--- src/rtl/lobm_pkg.sv ---
package lobm_pkg;

  localparam int MaxOrders = 64;
  localparam int IdxW      = $clog2(MaxOrders);
  localparam int CntW      = $clog2(MaxOrders + 1);
  localparam int QDepth    = 2;
  localparam int QPtrW     = $clog2(QDepth);
  localparam int QCntW     = $clog2(QDepth + 1);

  typedef enum logic [2:0] {
    STATUS_OK      = 3'd0,
    STATUS_UNKNOWN = 3'd1,
    STATUS_FULL    = 3'd2,
    STATUS_DUP     = 3'd3,
    STATUS_ZERO    = 3'd4
  } status_e;

  typedef enum logic [2:0] {
    S_IDLE,
    S_SCAN,
    S_DECIDE,
    S_FILL_B,
    S_FILL_A
  } state_e;

  typedef struct packed {
    logic        action;
    logic [31:0] order_id;
    logic        side;
    logic [31:0] price;
    logic [7:0]  quantity;
  } req_t;

  typedef struct packed {
    status_e     status;
    logic [31:0] best_bid;
    logic        bid_valid;
    logic [31:0] best_ask;
    logic        ask_valid;
    logic [6:0]  trade_count;
    logic [7:0]  filled_quantity;
  } rsp_t;

  typedef struct packed {
    req_t req;
    logic is_cancel;
    logic zero_qty;
  } cmd_t;

endpackage

--- src/rtl/lobm_front.sv ---
module lobm_front (
  input  logic          clk_i,
  input  logic          rst_ni,
  input  logic          start,
  input  lobm_pkg::req_t req_i,
  output logic          busy,
  output logic          cmd_valid_o,
  output lobm_pkg::cmd_t cmd_o,
  input  logic          cmd_pop_i
);

  lobm_pkg::cmd_t                  fifo_q [lobm_pkg::QDepth];
  logic [lobm_pkg::QPtrW-1:0]      wr_ptr_q, rd_ptr_q;
  logic [lobm_pkg::QCntW-1:0]      cnt_q;
  logic                            push, pop;
  lobm_pkg::cmd_t                  cmd_in;

  assign busy        = (cnt_q == lobm_pkg::QCntW'(lobm_pkg::QDepth));
  assign push        = start && !busy;
  assign cmd_valid_o = (cnt_q != '0);
  assign pop         = cmd_pop_i && cmd_valid_o;
  assign cmd_o       = fifo_q[rd_ptr_q];

  always_comb begin
    cmd_in.req       = req_i;
    cmd_in.is_cancel = req_i.action;
    cmd_in.zero_qty  = (req_i.quantity == 8'd0);
  end

  always_ff @(posedge clk_i) begin
    if (push) begin
      fifo_q[wr_ptr_q] <= cmd_in;
    end
  end

  always_ff @(posedge clk_i or negedge rst_ni) begin
    if (!rst_ni) begin
      wr_ptr_q <= '0;
      rd_ptr_q <= '0;
      cnt_q    <= '0;
    end else begin
      if (push) wr_ptr_q <= wr_ptr_q + 1'b1;
      if (pop)  rd_ptr_q <= rd_ptr_q + 1'b1;
      case ({push, pop})
        2'b10:   cnt_q <= cnt_q + 1'b1;
        2'b01:   cnt_q <= cnt_q - 1'b1;
        default: cnt_q <= cnt_q;
      endcase
    end
  end

endmodule

--- config.mk ---
export PLATFORM = sky130hd
export DESIGN_NAME = lobm_front
export DESIGN_NICKNAME = d
export VERILOG_FILES = /design/src/rtl/lobm_pkg.sv /design/src/rtl/lobm_front.sv
export SDC_FILE = /design/constraint.sdc
export NUM_CORES = 1
export LEC_CHECK = 0
export BUFFER_PORTS_ARGS = -buffer_cell sky130_fd_sc_hd__buf_2
export CELL_PAD_IN_SITES_DETAIL_PLACEMENT = 1
export CELL_PAD_IN_SITES_GLOBAL_PLACEMENT = 1
export CORE_ASPECT_RATIO = 0.75
export CORE_MARGIN = 5
export CORE_UTILIZATION = 47
export DETAILED_ROUTE_END_ITERATION = 16
export GPL_TIMING_DRIVEN = 1
export PLACE_DENSITY_LB_ADDON = 0.1
export SYNTH_ARGS = -nofsm -noshare
export SYNTH_HDL_FRONTEND = slang
export SYNTH_SLANG_ARGS = --single-unit
export TNS_END_PERCENT = 20
--- constraint.sdc ---
create_clock -name clk_i -period 8.1 [get_ports clk_i]
set_input_delay 1.215 -clock clk_i [delete_from_list [all_inputs] [get_ports clk_i]]
set_output_delay 1.215 -clock clk_i [all_outputs]
set_load 0.03 [all_outputs]
* Word level (Yosys, flattened, before mapping)
Memory sizes are Yosys's and may differ from the RTL's. Index checks and enable logic that the tools add are counted.
Word-level totals: memories kept 1, RAM bits 152, input bits 78, word-level logic and storage cells 20, flip-flop bits (word level) 4
Cells by class: mux-type cells 3, eq/ne operators 3, reductions and logical operators 6, $add $sub $neg 4
Memories:
- fifo_q | depth 2, width 76, rd ports 1, clocked after memory_dff 0, wr ports 1, line lobm_front.sv:12 | lobm_pkg::cmd_t fifo_q [lobm_pkg::QDepth];
Operator list (number):
- $logic_not 8->1 | 1
- $eq 2x2->1 const B | 2
- $pmux 2 s2 | 1
- $reduce_bool 2->1 | 2
- $add 1x1->1 const B | 2
- $add 2x1->2 const B | 1
- $eq 2x1->1 const B | 1
- $logic_and 1x1->1 | 2
- $mux 1 | 2
- $sub 2x1->2 const B | 1
- $logic_not 1->1 | 1

* Logic depth before layout (Yosys ltp)
depth in word-level cells 5, mapped depth 6, depth with buffers taken out 6

* Worst setup path after synthesis
No wires, ideal clock.
path type input port to flip-flop, start input start, end memory fifo_q[0][0] (netlist bit), enable pin, data required time 7.591 ns, buffers on the path 0, arrival time 4.439 ns, cell stages on the path 2, library setup time 0.509 ns, setup slack 3.153 ns, cells stage by stage nand2_1 > nor2_1
Between the ends: word-level cells in the longest chain between the ends 3
Ends and longest elaborated chain:
- start: declaration | line lobm_front.sv:4 | input logic start,
- $logic_and 1x1->1 | line lobm_front.sv:19 | assign push = start && !busy;
- $mux 1 | line lobm_front.sv:31 | if (push) begin
- $mux 1 (not written as such) | line lobm_front.sv:32 | fifo_q[wr_ptr_q] <= cmd_in;
- end: declaration | line lobm_front.sv:12
No other way between the ends.

==> metrics.yaml <==
synth_common_cells: "edfxtp_1 (150), mux2_4 (40), mux2_2 (35)"
vias_per_cell: 4.83
synth_area_sq_um: 5790
reg2reg_depth: 4
final_max_slew_viol_count: 0
yosys.area_share.simple: 0.00994
vias: 2895
start_util: 0.476
synthMuxAreaShare: 0.172
synth_area_leader_cell: "edfxtp_1"
cts_resized: 0
grt_pass1_wl_mm: 17.2
cts_tree: "yes"
fp.dieH_microns: 106
relSlewSlack: 0.296
wl_per_cell_microns: 18.2
rows: 35
die_area_sq_um: 14700
yosys_warnings: 0
vdd_ir_drop_max_mv: 0.231
maxCapViolations: 0
antenna_found_initial: 0
r2r-start: "cnt_q[0]"
syn-num-nets: 334
required_ns: 6.88
gr-usage-met3: 0.0701
p_leak_nw: 2.85
post-cts-setup-buffers: 0
place.gp.congestion: 0.741
synth-seq-cells: 154
yosysMostFrequentCell: "edfxtp_1"
fin_nets: 501
grt.busiest_layer: "met2"
drc: 0
grt_util_met2: 0.253
setup_ws_ns: 4.42
startpoint: "rd_ptr_q"
syn2layout_area_growth_pct: 26.3
synth.area.top_cells: "edfxtp_1 (78%), mux2_4 (10%), mux2_2 (6.8%)"
finalSetupViolCount: 0
n_antenna_cell: 0
synthXorXnorAreaFrac: 0.00756
cts_hold_buf: 0
grt_max_degree: 76
crit_family: "buffers and inverters"
slowest_delay_ns: 0.73
cts_root_buf: "clkbuf_16"
status: "finished, final reports clean"
cts_max_level: 4
core_sq_um: 12200
clk_pin_slew_worst_paths_ns: 0.06
cp_max_fo: 49
grt_pass1_vias: 3196
cts_buffers: 17
ys_seq_area_frac: 0.795
post-place-ws_ns: 4.80
fp.dieW_microns: 138
yosys_most_used_dff: "edfxtp_1"
grt_use_total: 0.154
synth_area_per_cell_sq_um: 22.7
numPortBuffers: 155
drive_above_1_share: 0.608
clock_skew_ns: 0.00848
stdcell_area_sq_um: 7320
min_path_type: "flop to flop"
hp-start: "cnt_q[1]"
drt-pass1-iter-count: 4
yosys.cell_types.count: 18
synthAdderAreaFrac: 0.00216
placed_cell_area_sq_um: 6730
io_pins: 156
p_per_area_nw_per_um2: 410
syn-instance-count: 255
ant_nets: 0
clock_latency_ns: 0.40
crit_chain: "buf_4 > mux2_2 > buf_2"
cp.depth: 3
fmax_mhz: 272
cp_slowest_cell: "buf_4"
async_flop_share: 0.0260
synth_top_family_by_area: "multiplexers"
fin_crit_sh: 0.455
synth-edff-count: 150
cts_buffer_depth: 2
fin_crit_ns: 3.68
rsz0062_at_grt: "no"
synth_top_area_share: 0.778
cts_num_sinks: 154
worst-setup-path-type: "flop to output port"
worst_pin_slew_ns: 1.06
dp_hpwl_mm: 7.27
drt_iter0_markers: 118
synth_compound_area_frac: 0
startpoint_type: "flop"
grtUsageMet1: 0.183
wl_mm: 10.9
arrival_ns: 2.47
final_util: 0.601
min_path_cells: 1
path_buf_inv: 2
hold_viol: 0
register_area_sq_um: 4610
fin_tns_setup_ns: 0
multi_input_area_sq_um: 1120
gr-total-overflow: 0
cp-end-kind: "output port"
fill_cells: 1103
## worst paths after layout
path                                       to  slack, ns
worst max-delay path                cmd_o[54]       4.42
worst min-delay path                 cnt_q[1]       0.49
worst max register to register  fifo_q[0][57]       5.75
min in group asynchronous            cnt_q[0]       0.61
max in group asynchronous            rd_ptr_q       7.35
worst min register to register       cnt_q[1]       0.49
## layout by cell type, fill, tap and decap left out, drive strengths merged
master | netlist | final
bufinv | 0 | 3
or4 | 2 | 2
xor2 | 2 | 2
nand2 | 1 | 1
buf | 9 | 157
nand2b | 1 | 1
nor2 | 3 | 3
clkinv | 0 | 6
clkbuf | 0 | 19
ha | 1 | 1
xnor2 | 3 | 3
or2 | 1 | 1
edfxtp | 150 | 150
inv | 1 | 1
clkinvlp | 0 | 3
and3 | 1 | 1
dfrtp | 4 | 4
and2 | 1 | 1
mux2 | 75 | 75
## per-stage QoR
step / hold slack, ns / instances / power (mW)
after floorplan: 0.456 / 255 / 2.00
after CTS: 0.496 / 600 / 3.05
final: 0.494 / 600 / 3.00
after global placement: 0.475 / 569 / 2.25
after global routing: 0.520 / 600 / 3.15
after detailed placement: 0.482 / 569 / 2.26
## report_power, final
part	internal (mW)	switching (mW)	total (mW)
Clock	0.481	0.294	0.775
Combinational	0.390	0.661	1.05
Sequential	1.10	0.0776	1.17
## layer usage
metal  wire, microns  vias to the layer above
met5               0                        -
met4              73                        0
met3             876                        7
met2            5400                      109
met1            4580                     1438
li1                -                     1341
## registers in the layout (all words and copies together), names as in the netlist
| signal | count |
|---|---|
| fifo_q | 150 |
| cnt_q | 2 |
| rd_ptr_q | 1 |
| wr_ptr_q | 1 |
## cells by family after synthesis
group	after synthesis
XOR/XNOR	5
multiplexers	75
flip-flops	154
adder cells (fa/ha/maj)	1
buffers and inverters	10
AND/OR/NAND/NOR	10
## layout make-up
cell class,count,share of cell area
clock inverters,12,0.0207
clock buffers,19,0.0592
repair buffers,157,0.108
well taps,166,0.0284
flip-flops and latches,154,0.630
inverters,1,0.000513
multi-input cells,91,0.153
Note: power is estimated with default switching activity, not from simulation.
